## src/design/c2sp_skid.sv

```systemverilog
module c2sp_skid #(
	parameter int W = 8
) (
	input  logic         clk,
	input  logic         arst_n,
	input  logic         in_valid,
	input  logic [W-1:0] in_data,
	output logic         in_ready,
	output logic         out_valid,
	input  logic         out_ready,
	output logic [W-1:0] out_data
);

	logic         out_valid_q;
	logic         spare_valid_q;
	logic [W-1:0] out_data_q;
	logic [W-1:0] spare_data_q;

	assign in_ready = !spare_valid_q;

	always_ff @(posedge clk or negedge arst_n) begin
		if (!arst_n) begin
			out_valid_q   <= 1'b0;
			spare_valid_q <= 1'b0;
		end else if (spare_valid_q) begin
			if (out_ready) begin
				spare_valid_q <= 1'b0;
			end
		end else if (!out_valid_q || out_ready) begin
			out_valid_q <= in_valid;
		end else if (in_valid) begin
			spare_valid_q <= 1'b1;
		end
	end

	always_ff @(posedge clk) begin
		if (spare_valid_q) begin
			if (out_ready) begin
				out_data_q <= spare_data_q;
			end
		end else if (!out_valid_q || out_ready) begin
			out_data_q <= in_data;
		end else begin
			spare_data_q <= in_data;
		end
	end

	assign out_valid = out_valid_q;
	assign out_data  = out_data_q;

endmodule

```

## config.mk

```make
export PLATFORM = sky130hd
export DESIGN_NAME = c2sp_skid
export DESIGN_NICKNAME = d
export VERILOG_FILES = /design/src/design/c2sp_skid.sv
export SDC_FILE = /design/constraint.sdc
export NUM_CORES = 1
export LEC_CHECK = 0
export BUFFER_PORTS_ARGS = -buffer_cell sky130_fd_sc_hd__buf_2
export CAP_MARGIN = 20
export CORE_AREA = 4 4 53 55
export CTS_BUF_LIST = sky130_fd_sc_hd__clkbuf_16
export DETAILED_ROUTE_END_ITERATION = 7
export DIE_AREA = 0 0 57 59
export PLACE_DENSITY_LB_ADDON = 0.08
export SETUP_SLACK_MARGIN = 0.4
export SYNTH_ARGS = -nofsm -noshare
export SYNTH_HDL_FRONTEND = slang
export SYNTH_SLANG_ARGS = --single-unit
export TNS_END_PERCENT = 20
```

## constraint.sdc

```tcl
create_clock -name clk -period 2.2 [get_ports clk]
set_input_delay 0.11 -clock clk [delete_from_list [all_inputs] [get_ports clk]]
set_output_delay 0.11 -clock clk [all_outputs]
set_load 0.05 [all_outputs]
```

==> reports/metrics.csv <==
metric,value,unit
core area,0.00239,mm^2
Worst Path Required,2.16,ns
Die Height,59,um
H-tree depth,1,
Synthesized Nets,46,
skew final,0.00113,ns
Num CTS Buffers,3,
n_diodes,0,
Yosys top cell by area,edfxtp_1,
vias per cell,4.23,
WS Path Type,reg2reg,
pwr dens,1040,mW/mm^2
cells after synthesis,34,
Detailed Route Iter0 Violations,6,
Final Core Density,0.381,
CP arrival,1.41,ns
Layout Area Growth over Synthesis,34.9,%
Filler Cell Count,253,
first-pass GRT wire length,1840,um
post-DR wirelength/cell,12.7,um
post-synth cell types,11,
Synth Warn #,0,
clock root cell,clkbuf_16,
Hold WC Path Type,in2reg,
DP HPWL,857,um
sequential area share after synthesis,0.787,
flop2flop setup slack,0.75,ns
Place WS,0.720,ns
clk sinks,18,
"count leader, synth",edfxtp_1,
initial core utilization,0.282,
Final Hold Fails,0,
Slew HR,0.676,
PortBufs,21,
"Period Utilization, post-route",0.661,
Post-CTS Hold Buffers,1,
final setup margin,0.746,ns
Commonest cells post-synth,"edfxtp_1 (16), mux2_2 (8), dfrtp_1 (2)",
Final Max Tran Viols,0,
Clock Pin Slew Worst Setup and Hold Paths,0.05,ns
Overflow after GRT,0,
largest net degree at the start of global routing,14,
setup total negative slack,0,ns
max_cap viols,0,
full die area,0.00336,mm^2
Worst VDD drop,391,uV
postcts setup bufs,0,
DRC Markers,0,
share of post-route cells with drive strength above 1,0.574,
CTS resizes,0,
Fin Hold WS,0.0552,ns
fin nets,74,
"FFs w/ async S/R, synth",0.111,
DR vias,385,
synthesized cell area,674,um^2
flop and latch count out of synthesis,18,
RePlAce Congestion,0.629,
minimum clock period,1.45,ns
Lkg Pwr,0.000360,uW
Final setup viols,0,
"top cells by area, synth","edfxtp_1 (71%), mux2_2 (13%), dfrtp_1 (7.4%)",
Setup crit start kind,flip-flop,
Slew @ Worst Pin,0.487,ns
RSZ-0062 raised after global routing,false,
vias in the first global route,388,
CTS tree,yes,
top-area cell type share of the netlist area,0.712,
Routed WL,1160,um
Tot GR Track Use,0.0745,
IO Pins,22,
Post-synth top flop,edfxtp_1,
initial antenna violation count,0,
Post-synth EDFFs,16,
Die X,57,um
CP max FO,13,
Worst Setup End Kind,flip-flop,
Placement Rows,18,
drt pass-1 iters,3,
Max Fclk,0.688,GHz
Synth Area per Inst,19.8,um^2
outcome,"complete, no violations",
Clock Latency Late Sink,0.24,ns
Max clock buf depth,2,
post-route ant nets,0,
[final cells by class]
class                           instances  area, um^2  area share
Clock buffer                            3        75.1      0.0825
Clock inverter                          1        3.75     0.00413
Inverter                                1        3.75     0.00413
Multi-Input combinational cell         14         129       0.142
Sequential cell                        18         531       0.583
Tap cell                               30        37.5      0.0413
Timing Repair Buffer                   24         130       0.143
[per-stage QoR]
stage          area [um^2]  instances  power (uW)
2_1_floorplan          674         34         554
3_3_place_gp           821         86         602
3_5_place_dp           821         86         600
4_1_cts                910         91         961
5_1_grt                910         91         982
6_report               910         91         944
[layout by cell type (no fill, tap or decap), types with 2 or more instances in the layout]
cell / n
dfrtp_1: 2
clkbuf_16: 3
buf_4: 2
buf_2: 21
edfxtp_1: 16
mux2_2: 8
[cells by family after synthesis]
family,share of synthesized area
buffers and inverters,0.0223
multiplexers,0.134
flip-flops,0.787
AO/OA/AOI/OAI,0.0315
AND/OR/NAND/NOR,0.0260
[final timing paths]
check                                        to  cells after the start            start
worst min-delay path            spare_data_q[5]                      1       in_data[5]
worst max register to register      out_data[0]                      2    spare_valid_q
min in group asynchronous             out_valid                      2           arst_n
max in group asynchronous         spare_valid_q                      2           arst_n
worst min register to register      out_data[3]                      1  spare_data_q[3]
worst max-delay path                out_data[0]                      2    spare_valid_q
[flip-flops by register name, summed over array words and instances (netlist names)]
register       flops
spare_valid_q      1
out_data           8
out_valid          1
spare_data_q       8
[report_power, final]
group	switching (uW)	leakage, uW	total, uW	internal [uW]
clock network	111	0.0000385	352	241
registers	16.9	0.000179	432	415
logic	112	0.000142	161	48.4
[metal layers]
layer  share of wire  wire (um)  vias up  track usage
met5               0          0        -            0
li1                -          -      186            -
met3           0.079         91        0       0.0349
met4               0          0        0       0.0397
met2            0.48        560       13        0.108
met1            0.44        504      186       0.0927
[worst max-delay path, stage by stage, from the launching register on]
cell and delay [ns]:
dfrtp_1 0.55, o21bai_1 0.40, buf_4 0.22
Note: power is estimated with default switching activity, not from simulation.
