`config.mk`:
```
export PLATFORM = sky130hd
export DESIGN_NAME = c2sp_cordic_cell
export DESIGN_NICKNAME = d
export VERILOG_FILES = /design/src/design/c2sp_pkg.sv /design/src/design/c2sp_cordic_cell.sv
export SDC_FILE = /design/constraint.sdc
export NUM_CORES = 1
export LEC_CHECK = 0
export BUFFER_PORTS_ARGS = -buffer_cell sky130_fd_sc_hd__buf_4
export CAP_MARGIN = 20
export CORE_MARGIN = 8
export CORE_UTILIZATION = 57
export DETAILED_ROUTE_END_ITERATION = 6
export MAX_ROUTING_LAYER = met4
export PLACE_DENSITY = 0.82
export SETUP_SLACK_MARGIN = 0.15
export SLEW_MARGIN = 30
export SYNTH_ARGS = -nofsm -noshare
export SYNTH_HDL_FRONTEND = slang
export SYNTH_SLANG_ARGS = --single-unit
```
`constraint.sdc`:
```
create_clock -name clk -period 4.7 [get_ports clk]
set_clock_uncertainty 0.05 [all_clocks]
set_input_delay 0.705 -clock clk [delete_from_list [all_inputs] [get_ports clk]]
set_output_delay 0.705 -clock clk [all_outputs]
set_load 0.02 [all_outputs]
```
`src/design/c2sp_pkg.sv`:
```
package c2sp_pkg;

	localparam int COORD_WIDTH_DEF   = 24;
	localparam int ANGLE_WIDTH_DEF   = 16;
	localparam int CORDIC_STAGES_DEF = 16;

	localparam int REFL_WIDTH   = 16;
	localparam int ACC_WIDTH    = 32;
	localparam int CF_BITS      = 16;
	localparam int CORDIC_WIDTH = 52;
	localparam int TAB_LEN      = 24;

	localparam logic [ACC_WIDTH-1:0] ACC_HALF_TURN = 32'h8000_0000;

	localparam logic [ACC_WIDTH-1:0] ATAN_TAB [TAB_LEN] = '{
		32'd536870912, 32'd316933406, 32'd167458907, 32'd85004756,
		32'd42667331,  32'd21354465,  32'd10679838,  32'd5340245,
		32'd2670163,   32'd1335087,   32'd667544,    32'd333772,
		32'd166886,    32'd83443,     32'd41722,     32'd20861,
		32'd10430,     32'd5215,      32'd2608,      32'd1304,
		32'd652,       32'd326,       32'd163,       32'd81
	};

endpackage

```
`src/design/c2sp_cordic_cell.sv`:
```
module c2sp_cordic_cell #(
	parameter int IDX = 0
) (
	input  logic                                        clk,
	input  logic                                        en,
	input  logic signed [c2sp_pkg::CORDIC_WIDTH-1:0]    a_in,
	input  logic signed [c2sp_pkg::CORDIC_WIDTH-1:0]    b_in,
	input  logic [c2sp_pkg::ACC_WIDTH-1:0]              acc_in,
	output logic signed [c2sp_pkg::CORDIC_WIDTH-1:0]    a_out,
	output logic signed [c2sp_pkg::CORDIC_WIDTH-1:0]    b_out,
	output logic [c2sp_pkg::ACC_WIDTH-1:0]              acc_out
);

	logic signed [c2sp_pkg::CORDIC_WIDTH-1:0] a_sh;
	logic signed [c2sp_pkg::CORDIC_WIDTH-1:0] b_sh;
	logic signed [c2sp_pkg::CORDIC_WIDTH-1:0] a_q;
	logic signed [c2sp_pkg::CORDIC_WIDTH-1:0] b_q;
	logic [c2sp_pkg::ACC_WIDTH-1:0]           acc_q;

	assign a_sh = a_in >>> IDX;
	assign b_sh = b_in >>> IDX;

	always_ff @(posedge clk) begin
		if (en) begin
			if (!b_in[c2sp_pkg::CORDIC_WIDTH-1]) begin
				a_q   <= a_in + b_sh;
				b_q   <= b_in - a_sh;
				acc_q <= acc_in + c2sp_pkg::ATAN_TAB[IDX];
			end else begin
				a_q   <= a_in - b_sh;
				b_q   <= b_in + a_sh;
				acc_q <= acc_in - c2sp_pkg::ATAN_TAB[IDX];
			end
		end
	end

	assign a_out   = a_q;
	assign b_out   = b_q;
	assign acc_out = acc_q;

endmodule

```
==> impl_metrics.csv <==
group,metric,value,unit
global_routing,grt_pass1_wl,76000,um
synth,synth_area_leaders,"edfxtp_1 (29%), ha_1 (15%), a21oi_1 (7.8%)",
clock_network,post-cts-setup-buffers,0,
timing,fmax,0.244,GHz
floorplan,std_cell_rows,57,
floorplan,start_util,0.572,
timing,setup_viol,0,
timing,maxSlewViolCount,0,
timing,fin_crit,4.11,ns
worst_setup_path,path_depth,14,
clock_network,cts.sinks,135,
synth,synth.ff_latch_count,135,
synth,synth_top_area_cell,"edfxtp_1",
worst_setup_path,endpoint_kind,"flip-flop",
global_routing,grt_overflow_total,0,
worst_setup_path,slowest_delay,0.51,ns
hold_path,min_path_type,"in -> reg",
timing,finalCritPeriodShare,0.873,
worst_setup_path,critPathMostFrequentCell,"o211ai_1",
power_and_ir_drop,p_per_area,308,nW/um^2
floorplan,ios,274,
timing,rsz0062_at_grt,"false",
route,viasPerCell,6.29,
placed_design,place_inst,2180,
final_layout,nets,2184,
job,cap_violations,0,
worst_setup_path,cp_slowest_cell,"a41oi_1",
final_layout,drive_gt1_frac,0.191,
clock_network,htreeDepth,4,
power_and_ir_drop,ir_worst_vdd,0.237,mV
synth,synth_top_cell_area_share,0.295,
synth,async_flop_share,0,
power_and_ir_drop,p_leak,0.00756,uW
synth,synth_ff_type,"edfxtp_1",
synth,synth_nets,1934,
worst_setup_path,worstSetupPathType,"in -> reg",
route,num_vias,13900,
synth,yosysWarnings,0,
clock_network,ctsHoldBuffers,0,
worst_setup_path,crit_required,4.83,ns
global_routing,grtUsageTotal,0.341,
route,drtIter0Drc,1702,
placed_design,io_buffers,273,
route,ant_nets,0,
global_routing,grt_pass1_vias,13500,
hold_path,holdPathStages,1,
floorplan,core_area,24000,um^2
clock_network,cts-root-buf,"clkbuf_16",
floorplan,die_w,171,um
worst_setup_path,crit_family,"compound AO/OA/AOI/OAI gates",
synth,synth_edf_count,135,
synth,synth_area_per_cell,8.46,um^2
clock_network,cts_resized,0,
route,drt_wl_total,50300,um
floorplan,die_h,171,um
clock_network,clockBufferDepth,2,
final_layout,syn_to_final_growth,21.4,%
worst_setup_path,crit_fanout,4,
clock_network,tritoncts,"done",
timing,hold_violations,0,
placed_design,gp_congestion,1.02,
global_routing,grt_max_degree,86,
outcome,outcome,"complete, no violations",
synth,syn_area,13700,um^2
clock_network,cts_buffers,17,
clock_network,clk_pin_slew,0.08,ns
placed_design,dp_hpwl,40000,um
global_routing,grt_antenna_before_repair,3,
timing,tns,0,ns
timing,timing.hold.ws,0.392,ns
worst_setup_path,crit_buf_inv,2,
route,wl_per_cell,22.7,um
worst_setup_path,start_kind,"input port",
worst_setup_path,critical_path_arrival,4.24,ns
route,firstDrtPassIters,5,
timing,tightest_slew,0.889,ns
synth,syn_inst,1625,
synth,ys_seq_area_frac,0.295,
route,drcViolationCount,0,
timing,slew_headroom,0.408,
final_layout,stdcell_count,2215,
floorplan,die_area,29300,um^2
synth,synth_cell_type_count,78,
worst_setup_path,crit_chain,"buf_4 -> ha_1 -> inv_1 -> fa_1 -> o21ba_1 -> o311ai_1 -> o211ai_1 -> a41oi_1 -> a221oi_1 -> o21ai_1 -> nand3_1 -> o211ai_1 -> mux2i_1 -> xnor2_1",
==> state kept, by name, summed over array words and instances (netlist names) <==
| signal | cells |
|---|---|
| a_out | 52 |
| b_out | 51 |
| acc_out | 32 |
==> Yosys cell counts (14+ instances only) <==
master / number
nor2b_1: 20
a21o_1: 43
nor2_1: 137
a211oi_1: 14
o21ai_0: 98
o21a_1: 25
mux2i_1: 31
a21oi_1: 215
clkbuf_1: 35
xnor2_1: 91
nand4_1: 20
buf_2: 22
nand2_1: 77
o21bai_1: 33
edfxtp_1: 135
ha_1: 167
o211ai_1: 14
nor3_1: 35
inv_1: 167
nand3_1: 26
==> cell usage in the layout, fill, tap and decap left out, drive strengths merged, types with 25 or more instances in the layout <==
cell / instances
buf: 304
a21oi: 217
inv: 174
ha: 167
nor2: 137
edfxtp: 135
o21ai: 106
xnor2: 91
nand2: 77
a21o: 43
nor3: 35
o21bai: 33
mux2i: 31
nand3: 26
o21a: 25
==> power by group <==
group	internal (uW)	switching, uW
logic	816	1340
clock network	698	660
registers	1570	61.8
==> layout make-up <==
class	count	area (um^2)
Tap cell	324	405
Clock inverter	15	136
Clock buffer	17	425
Antenna cell	3	7.51
Sequential cell	135	4050
Timing Repair Buffer	304	2290
Multi-Input combinational cell	1248	8740
Inverter	169	634
Fill cell	1902	7340
==> kinds of logic after synthesis <==
| kind of cell | Yosys count | share of synthesized area |
|---|---|---|
| adder cells (fa/ha/maj) | 171 | 0.158 |
| flip-flops | 135 | 0.295 |
| multiplexers | 32 | 0.0234 |
| XOR/XNOR | 102 | 0.0650 |
| buffers and inverters | 242 | 0.0692 |
| AND/OR/NAND/NOR | 381 | 0.131 |
| AO/OA/AOI/OAI | 562 | 0.258 |
==> per-layer routing <==
layer,up-vias,wire (um),track usage
li1,6342,-,-
met1,6575,20400,0.426
met2,857,23200,0.545
met3,150,4650,0.0551
met4,0,2070,0.138
met5,-,0,-
==> metrics by stage <==
step	utilization	setup slack [ns]	area (um^2)	power [uW]
floorplan	-	1.12	13700	2910
global placement	0.671	0.254	16100	3730
detailed placement	0.671	0.296	16100	3760
CTS	0.694	0.725	16700	5110
global route	0.695	0.432	16700	5330
finish	0.695	0.595	16700	5150
==> final timing paths <==
check / to / startpoint
worst max-delay path: a_out[34] / a_in[0]
worst min-delay path: acc_out[17] / acc_in[17]
Note: power is estimated with default switching activity, not from simulation.
