--- src/design/c2sp_sqrt_cell.sv ---
module c2sp_sqrt_cell #(
	parameter int SQW = 32
) (
	input  logic                clk,
	input  logic                en,
	input  logic [2*SQW-1:0]    rad_in,
	input  logic [SQW+2:0]      rem_in,
	input  logic [SQW-1:0]      root_in,
	output logic [2*SQW-1:0]    rad_out,
	output logic [SQW+2:0]      rem_out,
	output logic [SQW-1:0]      root_out
);

	localparam int RADW = 2 * SQW;
	localparam int REMW = SQW + 3;

	logic [REMW-1:0] rem_sh;
	logic [REMW-1:0] trial;
	logic            fits;
	logic [RADW-1:0] rad_q;
	logic [REMW-1:0] rem_q;
	logic [SQW-1:0]  root_q;

	assign rem_sh = {rem_in[REMW-3:0], rad_in[RADW-1:RADW-2]};
	assign trial  = REMW'({root_in, 2'b01});
	assign fits   = (rem_sh >= trial);

	always_ff @(posedge clk) begin
		if (en) begin
			rad_q  <= rad_in << 2;
			rem_q  <= fits ? (rem_sh - trial) : rem_sh;
			root_q <= {root_in[SQW-2:0], fits};
		end
	end

	assign rad_out  = rad_q;
	assign rem_out  = rem_q;
	assign root_out = root_q;

endmodule

--- config.mk ---
export PLATFORM = sky130hd
export DESIGN_NAME = c2sp_sqrt_cell
export DESIGN_NICKNAME = d
export VERILOG_FILES = /design/src/design/c2sp_sqrt_cell.sv
export SDC_FILE = /design/constraint.sdc
export NUM_CORES = 1
export LEC_CHECK = 0
export ABC_CLOCK_PERIOD_IN_PS = 5100
export BUFFER_PORTS_ARGS = -buffer_cell sky130_fd_sc_hd__buf_2
export CAP_MARGIN = 15
export CORE_ASPECT_RATIO = 2
export CORE_MARGIN = 2
export CORE_UTILIZATION = 40
export CTS_BUF_LIST = sky130_fd_sc_hd__clkbuf_8
export CTS_CLUSTER_DIAMETER = 60
export CTS_CLUSTER_SIZE = 25
export DETAILED_ROUTE_END_ITERATION = 8
export GPL_TIMING_DRIVEN = 1
export PLACE_DENSITY_LB_ADDON = 0.08
export SETUP_SLACK_MARGIN = 0.05
export SLEW_MARGIN = 20
export SYNTH_ARGS = -nofsm -noshare
export SYNTH_HDL_FRONTEND = slang
export SYNTH_SLANG_ARGS = --single-unit
export TNS_END_PERCENT = 20
--- constraint.sdc ---
create_clock -name clk -period 5.1 [get_ports clk]
set_clock_uncertainty 0.2 [all_clocks]
set_input_delay 0.51 -clock clk [delete_from_list [all_inputs] [get_ports clk]]
set_output_delay 0.51 -clock clk [all_outputs]
set_load 0.005 [all_outputs]
==> results of run 1 <==
## layout by cell type (no fill, tap or decap), drive strengths merged, types with 3 or more instances in the layout
cell type and instances:
mux2 11, o31a 3, o21ai 22, clkbuf 17, nor2b 4, nor3 10, edfxtp 129, inv 53
a31oi 3, nor4 4, dlygate4sd3 34, and3 5, o21bai 3, a21o 8, nand4 9, xor2 10
buf 261, or3 4, o211ai 6, o21a 3, a311oi 3, clkinvlp 5, ha 34, mux2i 3
nor2 45, a211oi 4, xnor2 21, a21oi 50, nand2 20
## worst paths after layout
check                    from           to  slack (ps)  cells after the start
setup / recovery  root_in[22]   rem_out[3]        1820                     11
hold / removal     rad_in[29]  rad_out[31]          40                      1
## area by class of cell
type	count	area, µm²
timing repair buffer	295	1660
multi-input combinational	312	2200
sequential	129	3870
fill	1464	7090
clock buffer	17	234
tap	201	251
clock inverter	15	134
inverter	46	173
## metal layers
| layer | vias up | wire (µm) | GRT usage, % |
|---|---|---|---|
| met5 | - | 0 | 0 |
| met4 | 0 | 188 | 6.88 |
| met3 | 10 | 916 | 4.69 |
| met2 | 159 | 7530 | 29.7 |
| met1 | 2197 | 6180 | 21.0 |
| li1 | 2463 | - | - |
## registers in the layout, indices dropped and copies added, names as in the netlist
name      cells
rad_out      62
rem_out      35
root_out     32
## logic make-up after synthesis
| logic type | Yosys count |
|---|---|
| buffers and inverters | 59 |
| other | 1 |
| AO/OA/AOI/OAI | 121 |
| flip-flops | 129 |
| adder cells (fa/ha/maj) | 34 |
| multiplexers | 14 |
| XOR/XNOR | 31 |
| AND/OR/NAND/NOR | 110 |
## cell usage after synthesis (all sizes together), types with 4 or more instances
library cell and number:
a21o 8, edfxtp 129, nor2b 4, a211oi 4, buf 11, xnor2 21, mux2 11, nand4 9
a21oi 50, nor2 45, o21ai 22, and3 5, inv 46, nor4 4, ha 34, nand2 20
nor3 10, o211ai 6, or3 4, xor2 10
## power by group
group / switching (mW) / internal (mW)
clock network: 0.429 / 0.389
logic: 0.287 / 0.262
registers: 0.0214 / 1.30
==> impl_metrics.yaml, run 1 <==
routing:
  wirelength_mm: 14.8
  drcViolationCount: 0
  first_iter_violations: 127
  viasPerCell: 4.76
  wire_per_inst_um: 14.6
  routed-via-count: 4829
  ant_nets: 0
  dr.pass1.iters: 6
place:
  port_buffers: 259
  dp_hpwl_mm: 10.9
  dpl-instance-area_um2: 7820
  place_ws_ps: 1330
  place_congestion: 0.805
  place_inst: 949
timing:
  tightest_slew_ps: 846
  max_freq_mhz: 305
  setup_viol: 0
  rsz0062_at_grt: "false"
  fin_crit_sh_pct: 64.2
  finalHoldViolCount: 0
  period_minus_slack_ps: 3280
  hold-worst-slack_ps: 40.2
  finalWorstSetupSlack_ps: 1820
  setup_tns_ps: 0
  slew_violations: 0
  relSlewSlack_pct: 43.6
yosys:
  post-synth-top-area-cell: "edfxtp_1"
  synth_fa_ha_area_share_pct: 6.72
  synth.mux.area_fraction_pct: 2.49
  synth_ff_type: "edfxtp_1"
  synth_warnings: 0
  avgSynthCellArea_um2: 12.7
  synthCells: 499
  synth_seq_area_share_pct: 61.2
  async_reset_ff_share_pct: 0
  synth_edf_count: 129
  synth_area_leaders: "edfxtp_1 (61%), ha_1 (6.7%), a21oi_1 (3.6%), xnor2_1 (2.9%), inv_1 (2.7%)"
  yosys.area_share.xor_xnor_pct: 4.29
  synth.top_cell.area_share_pct: 61.2
  synthSimpleGateAreaFrac_pct: 8.29
  synth_seq_cells: 129
  synth_compound_area_share_pct: 12.8
  yosysUniqueCellTypes: 60
  netlist_area_um2: 6330
  synth_top_family_by_area: "compound AO/OA/AOI/OAI gates"
floorplan:
  initial_core_util_pct: 40.5
  die-area_um2: 16900
  chipWidth_um: 92.9
  die_h_um: 182
  fp-row-count: 65
  core_um2: 15600
  ios: 264
power_and_ir_drop:
  ir_drop_v: 0.000212
  leakage_nw: 3.74
  powerDensity_nw_per_um2: 315
  total_power_mw: 2.68
hold_path:
  hold_class: "input pin to flip-flop"
status:
  status: "completed"
setup_path:
  arrival_ps: 3270
  slowest_delay_ps: 510
  path_buf_inv: 3
  worst-setup-path-type: "input pin to flip-flop"
  crit_path_top_delay_cell: "buf_4"
  crit_family: "simple AND/OR/NAND/NOR gates"
  path_cells: "buf_2, inv_1, ha_1, nand4_1, nand2b_1, or3_1, a211oi_2, o31ai_2, o21ai_4, buf_4, mux2_2"
  required_ps: 5100
  crit_fanout: 57
  cp-start-kind: "input pin"
  crit_path_end_kind: "flip-flop"
cts:
  htreeDepth: 4
  cts.path.max_buffers: 2
  cts_root_buffer: "clkbuf_8"
  numCtsBuffers: 17
  clock_sinks: 129
  clkTransAtPathRegs_ps: 80
  cts_setup_buffers: 0
  cts_tree: "done"
  hold_buffers: 34
  cts_resized: 0
finish:
  post-route-util_pct: 54.6
  syn2layout_area_growth_pct: 34.8
  final_layout_size_suffix_gt1_share_pct: 38.6
  final_area_um2: 8530
  finalNonFillerCells: 1015
  n_antenna_cell: 0
  final_nets: 968
global_routing:
  grt_max_degree: 94
  gr-usage-all-layers_pct: 17.5
  grt_pass1_vias: 4823
  grt_pass1_wl_mm: 23.1
  antenna_found_initial: 0
  overflow: 0
job:
  cap_violations: 0
Power figures use the tool's default switching activity.
==> inputs of run 2 (changes only) <==
--- a/config.mk
+++ b/config.mk
@@ -5,7 +5,7 @@
 export SDC_FILE = /design/constraint.sdc
 export NUM_CORES = 1
 export LEC_CHECK = 0
-export ABC_CLOCK_PERIOD_IN_PS = 5100
+export ABC_CLOCK_PERIOD_IN_PS = 3100
 export BUFFER_PORTS_ARGS = -buffer_cell sky130_fd_sc_hd__buf_2
 export CAP_MARGIN = 15
 export CORE_ASPECT_RATIO = 2
==> constraint.sdc (replaced) <==
create_clock -name clk -period 3.1 [get_ports clk]
set_clock_uncertainty 0.2 [all_clocks]
set_input_delay 0.31 -clock clk [delete_from_list [all_inputs] [get_ports clk]]
set_output_delay 0.31 -clock clk [all_outputs]
set_load 0.005 [all_outputs]
==> impl_metrics.yaml, run 2 (synthesis results as in run 1) <==
status:
  status: "completed"
setup_path:
  crit_path_end_kind: "flip-flop"
  path_cells: "dlygate4sd3_1, buf_2, inv_1, ha_1, a211oi_1, o21bai_2, nor4_2, o21ai_2, buf_4, a21oi_2, o311ai_2, xnor2_1, mux2_4"
  arrival_ps: 3020
  crit_path_top_delay_cell: "dlygate4sd3_1"
  cp-start-kind: "input pin"
  required_ps: 3090
  slowest_delay_ps: 520
  crit_fanout: 5
  worst-setup-path-type: "input pin to flip-flop"
  path_buf_inv: 4
  crit_family: "compound AO/OA/AOI/OAI gates"
routing:
  ant_nets: 0
  dr.pass1.iters: 4
  wire_per_inst_um: 14.5
  wirelength_mm: 16.2
  drcViolationCount: 0
  viasPerCell: 4.76
  first_iter_violations: 182
  routed-via-count: 5331
global_routing:
  gr-usage-all-layers_pct: 18.9
  grt_max_degree: 60
  antenna_found_initial: 2
  grt_pass1_vias: 5343
  grt_pass1_wl_mm: 25.3
  overflow: 0
place:
  port_buffers: 259
  place_ws_ps: 54.0
  place_congestion: 0.828
  dp_hpwl_mm: 11.5
job:
  cap_violations: 0
floorplan:
  die_h_um: 182
  die-area_um2: 16900
  initial_core_util_pct: 40.5
  fp-row-count: 65
  core_um2: 15600
  chipWidth_um: 92.9
  ios: 264
cts:
  cts_root_buffer: "clkbuf_8"
  cts_tree: "done"
  cts.path.max_buffers: 2
  clkTransAtPathRegs_ps: 80
  clock_sinks: 129
  numCtsBuffers: 17
  htreeDepth: 4
finish:
  syn2layout_area_growth_pct: 52.2
  largest_reg_flops: 62
  post-route-util_pct: 61.7
  layout_common_cells: "buf_2 (258), edfxtp_1 (129), dlygate4sd3_1 (109)"
  nFillCells: 1359
  final_layout_size_suffix_gt1_share_pct: 38.0
  final_nets: 1072
  layout_commonest_cell: "buf_2"
power_and_ir_drop:
  powerDensity_nw_per_um2: 487
  leakage_nw: 4.23
  total_power_mw: 4.69
  ir_drop_v: 0.000365
hold_path:
  hold_depth: 3
  holdCritStartpoint: "rem_in[18]"
  worstHoldEndpoint: "rem_out[20]"
  hold_class: "input pin to flip-flop"
timing:
  setup_tns_ps: 0
  fin_crit_sh_pct: 97.6
  relSlewSlack_pct: 65.1
  finalWorstSetupSlack_ps: 73.2
  max_freq_mhz: 330
  setup_viol: 0
  tightest_slew_ps: 524
  rsz0062_at_grt: "true"
  period_minus_slack_ps: 3030
  finalHoldViolCount: 0
  slew_violations: 0
## run 2: layout make-up
type	instances	area [µm²]	share of cell area, %
Clock buffer	17	234	2.43
Tap cell	201	251	2.61
Antenna cell	2	5.00	0.0520
Multi-Input combinational cell	312	2260	23.5
Inverter	46	173	1.79
Timing Repair Buffer	399	2660	27.7
Sequential cell	129	3870	40.2
Clock inverter	15	169	1.75
## run 2: worst max path at each step
stage	startpoint	to	slack [ps]	cells past startpoint
finish	root_in[4]	rem_out[32]	70	13
global route	root_in[4]	rem_out[32]	-30	13
CTS	rem_in[6]	rem_out[28]	60	11
detailed placement	rem_in[5]	rem_out[28]	50	10
global placement	rem_in[5]	rem_out[28]	40	10
floorplan	root_in[5]	rem_out[28]	290	10
## run 2: repair_timing
item,in CTS,in global routing
resized for setup,0,11
hold endpoints to repair,109,0
buffers inserted,0,1
setup endpoints to repair,0,22
hold buffers,109,0
## run 2: per-layer routing
metal	routed length (µm)	vias to the layer above	track usage [%]
li1	-	2668	-
met1	6550	2458	22.4
met2	8310	180	32.3
met3	989	25	4.44
met4	392	0	8.29
met5	0	-	0
## run 2: tightest hold or removal path: cells and delay by family
family                 cells  cell delay [ps]
AOI/OAI and AO/OA          1              100
and+or+nand+nor            1               40
buffers and inverters      1               90
## run 2: stage by stage
stage               instance area, µm²  hold slack [ps]  instances
global placement                  8070              287        977
CTS                               9560             1.51       1118
floorplan                         6330              209        500
finish                            9630             28.1       1121
global route                      9630             17.6       1121
detailed placement                8070              288        977
## run 2: power breakdown
| part | switching, mW | internal [mW] | total, mW | leakage, nW |
|---|---|---|---|---|
| sequential | 0.0390 | 2.13 | 2.17 | 1.26 |
| combinational | 0.514 | 0.547 | 1.06 | 2.77 |
| clock | 0.672 | 0.788 | 1.46 | 0.198 |
| total | 1.22 | 3.47 | 4.69 | 4.23 |
